`config.mk`:
```
export PLATFORM = sky130hd
export DESIGN_NAME = json_string_unescape_utf8
export DESIGN_NICKNAME = d
export VERILOG_FILES = /design/src/jsu_pkg.sv /design/src/json_string_unescape_utf8.sv
export SDC_FILE = /design/constraint.sdc
export NUM_CORES = 1
export LEC_CHECK = 0
export BUFFER_PORTS_ARGS = -buffer_cell sky130_fd_sc_hd__buf_2
export CAP_MARGIN = 20
export CORE_MARGIN = 2
export CORE_UTILIZATION = 63
export CTS_CLUSTER_DIAMETER = 200
export CTS_CLUSTER_SIZE = 14
export DETAILED_ROUTE_END_ITERATION = 12
export GPL_ROUTABILITY_DRIVEN = 1
export MAX_ROUTING_LAYER = met4
export PLACE_DENSITY = 0.83
export SYNTH_ARGS = -nofsm -noshare
export SYNTH_HDL_FRONTEND = slang
export SYNTH_SLANG_ARGS = --single-unit
```
`constraint.sdc`:
```
create_clock -name clk_i -period 6.1 [get_ports clk_i]
set_input_delay 0.915 -clock clk_i [delete_from_list [all_inputs] [get_ports clk_i]]
set_output_delay 0.915 -clock clk_i [all_outputs]
set_load 0.05 [all_outputs]
```
`src/jsu_pkg.sv`:
```
// Types, codes and helpers for the JSON string unescaper.
`default_nettype none

package jsu_pkg;

  // Input word: one raw byte of the quoted string, or the end-of-text marker.
  typedef struct packed {
    logic       kind;
    logic [7:0] text_byte;
  } in_word_t;

  // Output word: one decoded content byte, or a done/error marker.
  typedef struct packed {
    logic [7:0] out_byte;
    logic       byte_valid;
    logic       string_done;
    logic [2:0] error_code;
    logic       last;
  } out_word_t;

  typedef enum logic [2:0] {
    ERR_NONE       = 3'd0,
    ERR_EXP_QUOTE  = 3'd1,
    ERR_UNTERM_STR = 3'd2,
    ERR_UNTERM_ESC = 3'd3,
    ERR_BAD_ESC    = 3'd4,
    ERR_TRUNC_HEX  = 3'd5,
    ERR_BAD_HEX    = 3'd6
  } err_e;

  typedef enum logic [3:0] {
    PH_IDLE         = 4'd0,
    PH_STR          = 4'd1,
    PH_ESC          = 4'd2,
    PH_HEX          = 4'd3,
    PH_HEX_BAD      = 4'd4,
    PH_HELD         = 4'd5,
    PH_HELD_ESC     = 4'd6,
    PH_HELD_HEX     = 4'd7,
    PH_HELD_HEX_BAD = 4'd8
  } phase_e;

  // Kind of the main part of the results for one input word.
  typedef enum logic [1:0] {
    MAIN_NONE = 2'd0,
    MAIN_BYTE = 2'd1,
    MAIN_UTF8 = 2'd2,
    MAIN_CTRL = 2'd3
  } main_e;

  // One buffered result, without the last flag.
  typedef struct packed {
    logic [7:0] out_byte;
    logic       byte_valid;
    logic       string_done;
    logic [2:0] error_code;
  } res_t;

  typedef struct packed {
    logic [2:0]      len;
    logic [3:0][7:0] b;
  } utf8_t;

  localparam int unsigned MaxRes = 6;

  localparam logic [7:0] ChQuote  = 8'h22;
  localparam logic [7:0] ChBslash = 8'h5C;
  localparam logic [7:0] ChU      = 8'h75;

  localparam logic [15:0] SurHiLo = 16'hD800;
  localparam logic [15:0] SurHiHi = 16'hDBFF;
  localparam logic [15:0] SurLoLo = 16'hDC00;
  localparam logic [15:0] SurLoHi = 16'hDFFF;
  localparam logic [20:0] SuppBase = 21'h10000;

  // UTF-8 form of a code point; b[0] goes out first.
  function automatic utf8_t utf8_encode(input logic [20:0] cp);
    utf8_t r;
    r.b = '0;
    if (cp < 21'h80) begin
      r.len  = 3'd1;
      r.b[0] = {1'b0, cp[6:0]};
    end else if (cp < 21'h800) begin
      r.len  = 3'd2;
      r.b[0] = {3'b110, cp[10:6]};
      r.b[1] = {2'b10, cp[5:0]};
    end else if (cp < 21'h10000) begin
      r.len  = 3'd3;
      r.b[0] = {4'b1110, cp[15:12]};
      r.b[1] = {2'b10, cp[11:6]};
      r.b[2] = {2'b10, cp[5:0]};
    end else begin
      r.len  = 3'd4;
      r.b[0] = {5'b11110, cp[20:18]};
      r.b[1] = {2'b10, cp[17:12]};
      r.b[2] = {2'b10, cp[11:6]};
      r.b[3] = {2'b10, cp[5:0]};
    end
    return r;
  endfunction

endpackage

`default_nettype wire

```
`src/json_string_unescape_utf8.sv`:
```
// Top level of the streaming JSON string unescaper with UTF-8 output.
`default_nettype none

// Streaming JSON string unescaper. Feed the bytes of one double-quoted string
// (opening quote included) as words with kind 0, and kind 1 for end of text.
// Content comes out one UTF-8 byte per output word; \uXXXX escapes are
// encoded, surrogate pairs are joined into 4-byte sequences and a lone
// surrogate goes out in its 3-byte form. The closing quote gives a word with
// string_done set, malformed input a word with an error code; after either
// the block waits for a new opening quote. The final word caused by one
// input word carries last. Rate: while the output is not stalled, a word
// producing zero or one result does not hold back the next, so plain text
// streams at one byte per cycle; a word producing more results (up to six,
// for a flushed surrogate plus a 3-byte code point) holds the input until
// its final result leaves the six-entry result buffer by the single output
// port; the next word is taken in that cycle. No clearing pass after reset.
module json_string_unescape_utf8
  import jsu_pkg::*;
(
  input  wire       clk_i,
  input  wire       rst_ni,
  input  wire       in_valid_i,
  output logic      in_stall_o,
  input  in_word_t  in_word_i,
  output logic      out_valid_o,
  input  wire       out_stall_i,
  output out_word_t out_word_o
);

  // Parser state
  phase_e      ph_q, ph_d;
  logic [15:0] acc_q, acc_d;    // hex digits gathered so far
  logic [1:0]  seen_q, seen_d;  // number of hex digits gathered
  logic [15:0] hi_q, hi_d;      // held high surrogate
  logic        hv_q, hv_d;

  // Result buffer
  res_t        res_q [MaxRes];
  res_t        res_d [MaxRes];
  logic [2:0]  cnt_q, cnt_d;
  logic [2:0]  ptr_q, ptr_d;

  logic        in_acc, pop, pop_last, is_last;

  // Step decode results
  logic        flush;
  main_e       mk;
  logic [7:0]  m_byte;
  logic [20:0] m_cp;
  logic        m_done;
  err_e        m_err;
  logic [2:0]  new_cnt;

  function automatic logic [4:0] hex_value(input logic [7:0] c);
    // bit 4 set marks a non-hex character
    logic [4:0] v;
    if (c >= 8'h30 && c <= 8'h39) begin
      v = {1'b0, 4'(c - 8'h30)};
    end else if (c >= 8'h61 && c <= 8'h66) begin
      v = {1'b0, 4'(c - 8'h57)};
    end else if (c >= 8'h41 && c <= 8'h46) begin
      v = {1'b0, 4'(c - 8'h37)};
    end else begin
      v = 5'h10;
    end
    return v;
  endfunction

  // Single-character escapes; bit 8 set means no such escape.
  function automatic logic [8:0] esc_value(input logic [7:0] c);
    logic [8:0] v;
    unique case (c)
      8'h22:   v = 9'h022;
      8'h5C:   v = 9'h05C;
      8'h2F:   v = 9'h02F;
      8'h62:   v = 9'h008;
      8'h66:   v = 9'h00C;
      8'h6E:   v = 9'h00A;
      8'h72:   v = 9'h00D;
      8'h74:   v = 9'h009;
      default: v = 9'h100;
    endcase
    return v;
  endfunction

  // ---------------------------------------------------------------------
  // One step of the parser: next state plus the result list for this word.
  // Results are an optional 3-byte flush of the held surrogate followed by
  // an optional main part (raw byte, UTF-8 sequence, or a done/error marker).
  // ---------------------------------------------------------------------
  always_comb begin
    logic [7:0]  c;
    logic [4:0]  hv;
    logic [8:0]  ev;
    logic        bad;
    logic [15:0] acc_n;
    logic        held;

    c      = in_word_i.text_byte;
    hv     = hex_value(c);
    ev     = esc_value(c);
    held   = (ph_q == PH_HELD_HEX) || (ph_q == PH_HELD_HEX_BAD);
    bad    = (ph_q == PH_HEX_BAD) || (ph_q == PH_HELD_HEX_BAD) || hv[4];
    acc_n  = {acc_q[11:0], hv[4] ? 4'h0 : hv[3:0]};

    ph_d   = ph_q;
    acc_d  = acc_q;
    seen_d = seen_q;
    hi_d   = hi_q;
    hv_d   = hv_q;
    flush  = 1'b0;
    mk     = MAIN_NONE;
    m_byte = '0;
    m_cp   = '0;
    m_done = 1'b0;
    m_err  = ERR_NONE;

    if (in_word_i.kind) begin
      // end of text
      unique case (ph_q)
        PH_STR, PH_HELD: begin
          flush = hv_q;
          mk    = MAIN_CTRL;
          m_err = ERR_UNTERM_STR;
        end
        PH_ESC, PH_HELD_ESC: begin
          flush = hv_q;
          mk    = MAIN_CTRL;
          m_err = ERR_UNTERM_ESC;
        end
        PH_HEX, PH_HEX_BAD, PH_HELD_HEX, PH_HELD_HEX_BAD: begin
          flush = hv_q;
          mk    = MAIN_CTRL;
          m_err = ERR_TRUNC_HEX;
        end
        default: ;
      endcase
      ph_d   = PH_IDLE;
      acc_d  = '0;
      seen_d = '0;
      hi_d   = '0;
      hv_d   = 1'b0;
    end else begin
      unique case (ph_q)
        PH_STR, PH_HELD: begin
          if (c == ChBslash) begin
            ph_d = (ph_q == PH_HELD) ? PH_HELD_ESC : PH_ESC;
          end else begin
            flush = hv_q;
            hi_d  = '0;
            hv_d  = 1'b0;
            if (c == ChQuote) begin
              mk     = MAIN_CTRL;
              m_done = 1'b1;
              acc_d  = '0;
              seen_d = '0;
              ph_d   = PH_IDLE;
            end else begin
              mk     = MAIN_BYTE;
              m_byte = c;
              ph_d   = PH_STR;
            end
          end
        end
        PH_ESC, PH_HELD_ESC: begin
          if (c == ChU) begin
            acc_d  = '0;
            seen_d = '0;
            ph_d   = (ph_q == PH_HELD_ESC) ? PH_HELD_HEX : PH_HEX;
          end else begin
            flush = hv_q;
            hi_d  = '0;
            hv_d  = 1'b0;
            if (ev[8]) begin
              mk     = MAIN_CTRL;
              m_err  = ERR_BAD_ESC;
              acc_d  = '0;
              seen_d = '0;
              ph_d   = PH_IDLE;
            end else begin
              mk     = MAIN_BYTE;
              m_byte = ev[7:0];
              ph_d   = PH_STR;
            end
          end
        end
        PH_HEX, PH_HEX_BAD, PH_HELD_HEX, PH_HELD_HEX_BAD: begin
          if (seen_q != 2'd3) begin
            acc_d  = acc_n;
            seen_d = seen_q + 2'd1;
            if (bad) begin
              ph_d = held ? PH_HELD_HEX_BAD : PH_HEX_BAD;
            end
          end else begin
            acc_d  = '0;
            seen_d = '0;
            if (bad) begin
              flush = hv_q;
              mk    = MAIN_CTRL;
              m_err = ERR_BAD_HEX;
              hi_d  = '0;
              hv_d  = 1'b0;
              ph_d  = PH_IDLE;
            end else if (held && acc_n >= SurLoLo && acc_n <= SurLoHi) begin
              // surrogate pair joins into one supplementary code point
              mk   = MAIN_UTF8;
              m_cp = SuppBase + {1'b0, hi_q[9:0], acc_n[9:0]};
              hi_d = '0;
              hv_d = 1'b0;
              ph_d = PH_STR;
            end else begin
              flush = hv_q;
              if (acc_n >= SurHiLo && acc_n <= SurHiHi) begin
                hi_d = acc_n;
                hv_d = 1'b1;
                ph_d = PH_HELD;
              end else begin
                mk   = MAIN_UTF8;
                m_cp = {5'd0, acc_n};
                hi_d = '0;
                hv_d = 1'b0;
                ph_d = PH_STR;
              end
            end
          end
        end
        default: begin
          // idle: wait for the opening quote
          acc_d  = '0;
          seen_d = '0;
          hi_d   = '0;
          hv_d   = 1'b0;
          if (c == ChQuote) begin
            ph_d = PH_STR;
          end else begin
            mk    = MAIN_CTRL;
            m_err = ERR_EXP_QUOTE;
            ph_d  = PH_IDLE;
          end
        end
      endcase
    end
  end

  // Assemble the result list
  always_comb begin
    utf8_t      fl_enc, m_enc;
    res_t       f [3];
    res_t       m [MaxRes];
    logic [2:0] mlen;
    logic [2:0] off;
    logic [2:0] idx;

    fl_enc = utf8_encode({5'd0, hi_q});
    m_enc  = utf8_encode(m_cp);
    for (int k = 0; k < 3; k++) begin
      f[k] = '{out_byte: fl_enc.b[k], byte_valid: 1'b1, string_done: 1'b0,
               error_code: ERR_NONE};
    end
    for (int k = 0; k < MaxRes; k++) begin
      m[k] = '0;
    end
    unique case (mk)
      MAIN_BYTE: begin
        m[0] = '{out_byte: m_byte, byte_valid: 1'b1, string_done: 1'b0,
                 error_code: ERR_NONE};
        mlen = 3'd1;
      end
      MAIN_UTF8: begin
        for (int k = 0; k < 4; k++) begin
          m[k] = '{out_byte: m_enc.b[k], byte_valid: 1'b1, string_done: 1'b0,
                   error_code: ERR_NONE};
        end
        mlen = m_enc.len;
      end
      MAIN_CTRL: begin
        m[0] = '{out_byte: 8'h00, byte_valid: 1'b0, string_done: m_done,
                 error_code: m_err};
        mlen = 3'd1;
      end
      default: mlen = 3'd0;
    endcase

    off     = flush ? 3'd3 : 3'd0;
    new_cnt = off + mlen;
    for (int i = 0; i < MaxRes; i++) begin
      idx = 3'(i) - off;
      if (flush && i < 3) begin
        res_d[i] = f[i];
      end else begin
        res_d[i] = m[idx];
      end
    end
  end

  // Handshake and buffer control
  assign out_valid_o = (cnt_q != 3'd0);
  assign is_last     = (ptr_q == cnt_q - 3'd1);
  assign pop         = out_valid_o && !out_stall_i;
  assign pop_last    = pop && is_last;
  assign in_stall_o  = out_valid_o && !pop_last;
  assign in_acc      = in_valid_i && !in_stall_o;

  always_comb begin
    res_t r;
    r = res_q[ptr_q];
    out_word_o = '{out_byte: r.out_byte, byte_valid: r.byte_valid,
                   string_done: r.string_done, error_code: r.error_code,
                   last: is_last};
  end

  always_comb begin
    cnt_d = cnt_q;
    ptr_d = ptr_q;
    if (pop) begin
      if (is_last) begin
        cnt_d = 3'd0;
        ptr_d = 3'd0;
      end else begin
        ptr_d = ptr_q + 3'd1;
      end
    end
    if (in_acc) begin
      cnt_d = new_cnt;
      ptr_d = 3'd0;
    end
  end

  always_ff @(posedge clk_i or negedge rst_ni) begin
    if (!rst_ni) begin
      ph_q   <= PH_IDLE;
      acc_q  <= '0;
      seen_q <= '0;
      hi_q   <= '0;
      hv_q   <= 1'b0;
      cnt_q  <= '0;
      ptr_q  <= '0;
    end else begin
      cnt_q <= cnt_d;
      ptr_q <= ptr_d;
      if (in_acc) begin
        ph_q   <= ph_d;
        acc_q  <= acc_d;
        seen_q <= seen_d;
        hi_q   <= hi_d;
        hv_q   <= hv_d;
      end
    end
  end

  always_ff @(posedge clk_i) begin
    if (in_acc) begin
      for (int i = 0; i < MaxRes; i++) begin
        res_q[i] <= res_d[i];
      end
    end
  end

  // Assertions
  a_ptr_in_range: assert property (@(posedge clk_i) disable iff (!rst_ni)
    out_valid_o |-> (ptr_q < cnt_q) && (cnt_q <= 3'(MaxRes)))
    else $error("result pointer beyond buffer fill");

  a_held_phase: assert property (@(posedge clk_i) disable iff (!rst_ni)
    hv_q |-> (ph_q == PH_HELD) || (ph_q == PH_HELD_ESC) ||
             (ph_q == PH_HELD_HEX) || (ph_q == PH_HELD_HEX_BAD))
    else $error("held surrogate outside a held phase");

  a_hex_count: assert property (@(posedge clk_i) disable iff (!rst_ni)
    (seen_q != 2'd0) |-> (ph_q == PH_HEX) || (ph_q == PH_HEX_BAD) ||
                         (ph_q == PH_HELD_HEX) || (ph_q == PH_HELD_HEX_BAD))
    else $error("hex digit count outside a hex escape");

  a_marker_last: assert property (@(posedge clk_i) disable iff (!rst_ni)
    out_valid_o && (out_word_o.string_done || (out_word_o.error_code != ERR_NONE))
      |-> out_word_o.last && !out_word_o.byte_valid)
    else $error("done or error word is not the final byteless result");

  a_pop_advance: assert property (@(posedge clk_i) disable iff (!rst_ni)
    pop && !is_last |=> out_valid_o && (ptr_q == $past(ptr_q) + 3'd1))
    else $error("result buffer did not advance after a taken word");

endmodule

`default_nettype wire
```
## After elaboration in Yosys (flattened, before gate mapping)

Memories as Yosys holds them, arrays and structs flattened.
Index checks and enable logic that the tools add are counted.
Widths: inputs -> output; s select.

| word-level totals | value |
|---|---|
| memories | 1 |
| bits in registers | 41 |
| memory bits (writable) | 78 |

Memory list:

| name | depth | bits a word | rd ports | clocked after Yosys merged registers in | wr ports | RTL line | source |
|---|---|---|---|---|---|---|---|
| res_q | 6 | 13 | 1 | 0 | 6 | json_string_unescape_utf8.sv:38 | `res_t res_q [MaxRes];` |

| cells by class | value |
|---|---|
| $lt $le $gt $ge | 21 |
| eq/ne operators | 28 |
| mux-type cells | 140 |
| bitwise gates (word level) | 6 |
| reductions and logical operators | 28 |
| $add $sub $neg | 14 |

Operators with widths:

| kind | number |
|---|---|
| $bmux 13 s3 | 6 |
| $mux 13 | 15 |
| $mux 16 | 11 |
| $mux 21 | 5 |
| $mux 12 | 6 |
| $mux 8 | 9 |
| $pmux 9 s8 | 1 |
| $mux 3 | 21 |
| $eq 8x7->1 const B | 7 |
| $pmux 16 s3 | 1 |
| $mux 39 | 1 |
| $pmux 13 s3 | 1 |
| $mux 2 | 18 |
| $pmux 12 s3 | 1 |
| $ge 16x16->1 const B | 2 |
| $le 16x16->1 const B | 2 |
| $ge 4x4->1 const B | 6 |
| $mux 1 | 24 |
| $mux 24 | 1 |
| $not 3->4 | 6 |
| $mux 22 | 1 |
| $add 17x20->21 const A | 1 |
| $lt 21x12->1 const B | 1 |
| $lt 21x17->1 const B | 1 |
| 46 further kinds | 89 |

## Depth between registers and ports, before layout

| logic depth | value |
|---|---|
| depth in word-level cells | 23 |
| depth in mapped cells | 20 |
| mapped depth without buffers | 18 |

## Worst setup path before layout

OpenSTA, ideal clock, no wires.

| timing path | value |
|---|---|
| path type | input-to-reg |
| from | in out_stall_i |
| to | reg hi_q[8] |
| stages | 7 |
| required time | 6,034 ps |
| arrival | 5,274 ps |
| setup slack | 760 ps |
| library setup time | 66 ps |
| buffers on the path | 2 |
| cell sequence | o41ai_1 -> and2_1 -> clkbuf_1 -> nand3_1 -> nor4_4 -> buf_2 -> a22o_1 |

| on the way | value |
|---|---|
| cells in the longest elaborated chain, start to end | 8 |

Ends and longest elaborated chain:

| what | RTL line | source |
|---|---|---|
| from (decl) | json_string_unescape_utf8.sv:26 | `input wire out_stall_i,` |
| $logic_not 1->1 | json_string_unescape_utf8.sv:299 | `assign pop = out_valid_o && !out_stall_i;` |
| $logic_and 1x1->1 | json_string_unescape_utf8.sv:299 |  |
| $logic_and 1x1->1 | json_string_unescape_utf8.sv:300 | `assign pop_last = pop && is_last;` |
| $logic_not 1->1 | json_string_unescape_utf8.sv:301 | `assign in_stall_o = out_valid_o && !pop_last;` |
| $logic_and 1x1->1 | json_string_unescape_utf8.sv:301 |  |
| $logic_not 1->1 | json_string_unescape_utf8.sv:302 | `assign in_acc = in_valid_i && !in_stall_o;` |
| $logic_and 1x1->1 | json_string_unescape_utf8.sv:302 |  |
| net in_acc | json_string_unescape_utf8.sv:43 | `logic in_acc, pop, pop_last, is_last;` |
| $reduce_and 4->1 (no source line) | n/a |  |
| to (signal assigned) | json_string_unescape_utf8.sv:345 | `hi_q <= hi_d;` |
| to (decl) | json_string_unescape_utf8.sv:34 | `logic [15:0] hi_q, hi_d;` |

The timed path passes the listed nets, and every way through them passes these cells.
A chain may end at the register's enable or synchronous reset.

==> out/qor.txt <==
Starting Density: 64.4%
Via/cell ratio: 6.76
P&R area growth vs syn: 6.26%
FF-to-FF End: res_q[3][5]
Depth of the worst register-to-register path: 14
Final Hold Fails: 0
Worst Path Arrival: 5070 ps
Number of flops mapped to enable cells by yosys: 71
Power Density: 287 mW/mm^2
Per-cell routed wire length: 21.7 microns
Synth Instances: 708
Initial antenna violation count: 0
Crit. End Element: register
Syn Std Cell Area: 0.00698 sq mm
Resize count post-CTS: 0
Crit start category: primary input
Fin util: 68.4%
Status: finished clean
Critical path class: primary input to register
Syn Area/Cell: 9.86 sq um
Net count, final: 753
Max FO, Critical Path: 12
CTS Buf Count: 9
Largest area contributor in the netlist: edfxtp_1
Vias: 5871
Reg2reg setup slack: 1930 ps
Cts hold-fix bufs: 0
Fmax achieved: 0.202 GHz
Starting DRC count in detailed routing: 583
Design Power: 2.13 mW
Core area: 0.0108 sq mm
Yosys warning total: 0
CTS root buf: clkbuf_8
Ys flop type: edfxtp_1
Sequential share of the synthesized area: 45.2%
Drt total wl: 18.8 mm
PortBufs: 28
Slew HR: 19.3%
DRC viols: 0
Max cap viols: 0
Ports: 29
Clk slew on worst S/H paths: 110 ps
Library cells used by synthesis: 76
#FFs+latches synth: 112
Global-route wire length before repair: 29.5 mm
Period minus WS final: 4940 ps
Final period util: 81.0%
Req. time, crit path: 6230 ps
H-tree depth: 3
RR Startpoint: ph_q[0]
Slew of the pin with the lowest slew margin: 1200 ps
Max VDD drop: 0.287 mV
Post-route antenna net violation count: 0
Vias in the first global route: 5388
DP HPWL: 13.5 mm
Share of cells above drive strength 1: 13.4%
Synth top cells by count: edfxtp_1, nor2_1, nand2_1, dfrtp_1, o21ai_0
Hold endpoint: seen_q[0]
Site Rows: 38
Largest net degree at the start of global routing: 77
Horiz. Die Dim: 109 microns
Slew Viols, Final: 0
HP Class: register to register
Placer congestion estimate: 0.998
Hold Startpoint: seen_q[0]
Total GRT Usage: 34.1%
Leakage: 2.91 nW
Final Skew: 19.6 ps
Worst skew pair latency: 390 ps
Synth top area cells: edfxtp_1, dfrtp_1, nor2_1
Final setup fails: 0
Clock sink total: 112
Die height: 109 microns
RSZ-0062 raised after global routing: false
Number of diodes: 0
Remaining Overflow, GRT: 0
Clk buf depth: 2
DIE AREA: 0.0119 sq mm
Asr flop ratio synth: 36.6%
Hold Crit Depth: 1
DR pass1 iterations: 6
Aggregate negative setup slack: 0 ps
Setup repair bufs after CTS: 0
CTS tree: done
Yosys top cell area share: 30.5%
worst max-delay path: stages:
cell and delay, ps:
buf_2 170, or4b_4 560, or3_1 500, a21oi_2 470, nor2_1 210, nor3b_1 600, inv_1 140, ha_1 260
nand3_1 240, inv_1 100, a311oi_1 320, nand2_1 80, o21ai_0 280, nand2b_1 150, o21ai_0 70
report_power, final:
group          internal [mW]  switching (mW)  total (mW)  leakage [nW]
Clock                  0.233           0.259       0.492         0.106
Sequential             0.932          0.0521       0.984          1.27
Combinational          0.190           0.461       0.651          1.53
registers in the layout (all words and copies together), names as in the netlist:
name and cells:
hv_q 1, ptr_q 3, seen_q 2, ph_q 4
hi_q 16, res_q 71, acc_q 12, cnt_q 3
layout by cell type, fill, tap and decap left out, types with 9 or more instances in the layout:
master | synthesis | layout
nand2_1 | 67 | 67
a22o_1 | 15 | 15
clkbuf_8 | 0 | 9
nor2b_1 | 11 | 11
nand2b_1 | 16 | 16
dfrtp_1 | 41 | 41
mux2i_1 | 24 | 24
a21oi_1 | 34 | 34
ha_1 | 15 | 15
nor2_1 | 71 | 71
o22ai_1 | 14 | 14
o31ai_1 | 13 | 13
and2_1 | 10 | 9
o21ai_0 | 35 | 35
a31o_2 | 10 | 10
edfxtp_1 | 71 | 71
buf_2 | 11 | 28
nor3_1 | 17 | 17
conb_1 | 1 | 15
nand3_1 | 28 | 28
inv_1 | 23 | 23
mux2_2 | 9 | 9
worst max-delay path by stage:
stage                       end  slack (ps)          from
floorplan               hi_q[8]         760   out_stall_i
global placement    res_q[3][5]        1010  in_word_i[3]
detailed placement  res_q[3][5]         850  in_word_i[3]
CTS                 res_q[3][5]        1250  in_word_i[3]
global route        res_q[3][5]         830  in_word_i[3]
finish              res_q[3][5]        1160  in_word_i[3]
area by class of cell:
| class | instances | area (sq um) |
|---|---|---|
| clock inverters | 5 | 81.3 |
| inverters | 24 | 90.1 |
| repair buffers | 36 | 200 |
| fillers | 798 | 3420 |
| flip-flops and latches | 112 | 3160 |
| well taps | 140 | 175 |
| multi-input cells | 541 | 3580 |
| clock buffers | 11 | 131 |
per-stage QoR:
stage	hold WS [ps]	cell area, sq um	std cells	setup slack (ps)
floorplan	450	7030	722	760
global placement	467	7200	853	1010
detailed placement	477	7200	853	854
CTS	490	7420	869	1250
global route	506	7420	869	828
finish	485	7420	869	1160
cells by family after synthesis:
logic type | count (synthesis) | share of synthesized area (%)
simple gates | 277 | 20.5
compound gates | 184 | 18.7
flops | 112 | 45.2
fa+ha+maj | 16 | 2.98
xor+xnor | 9 | 1.13
mux | 40 | 7.15
other cells | 1 | 0.0537
buf+inv | 69 | 4.23
routing by layer:
layer / part of all wire (%) / vias up / track usage (%)
met5: 0 / - / -
met4: 2.9 / 0 / 10.6
met3: 9.3 / 54 / 5.56
met2: 47 / 358 / 52.5
met1: 41 / 2803 / 46.7
li1: - / 2656 / -
(Power assumes the default switching activity.)
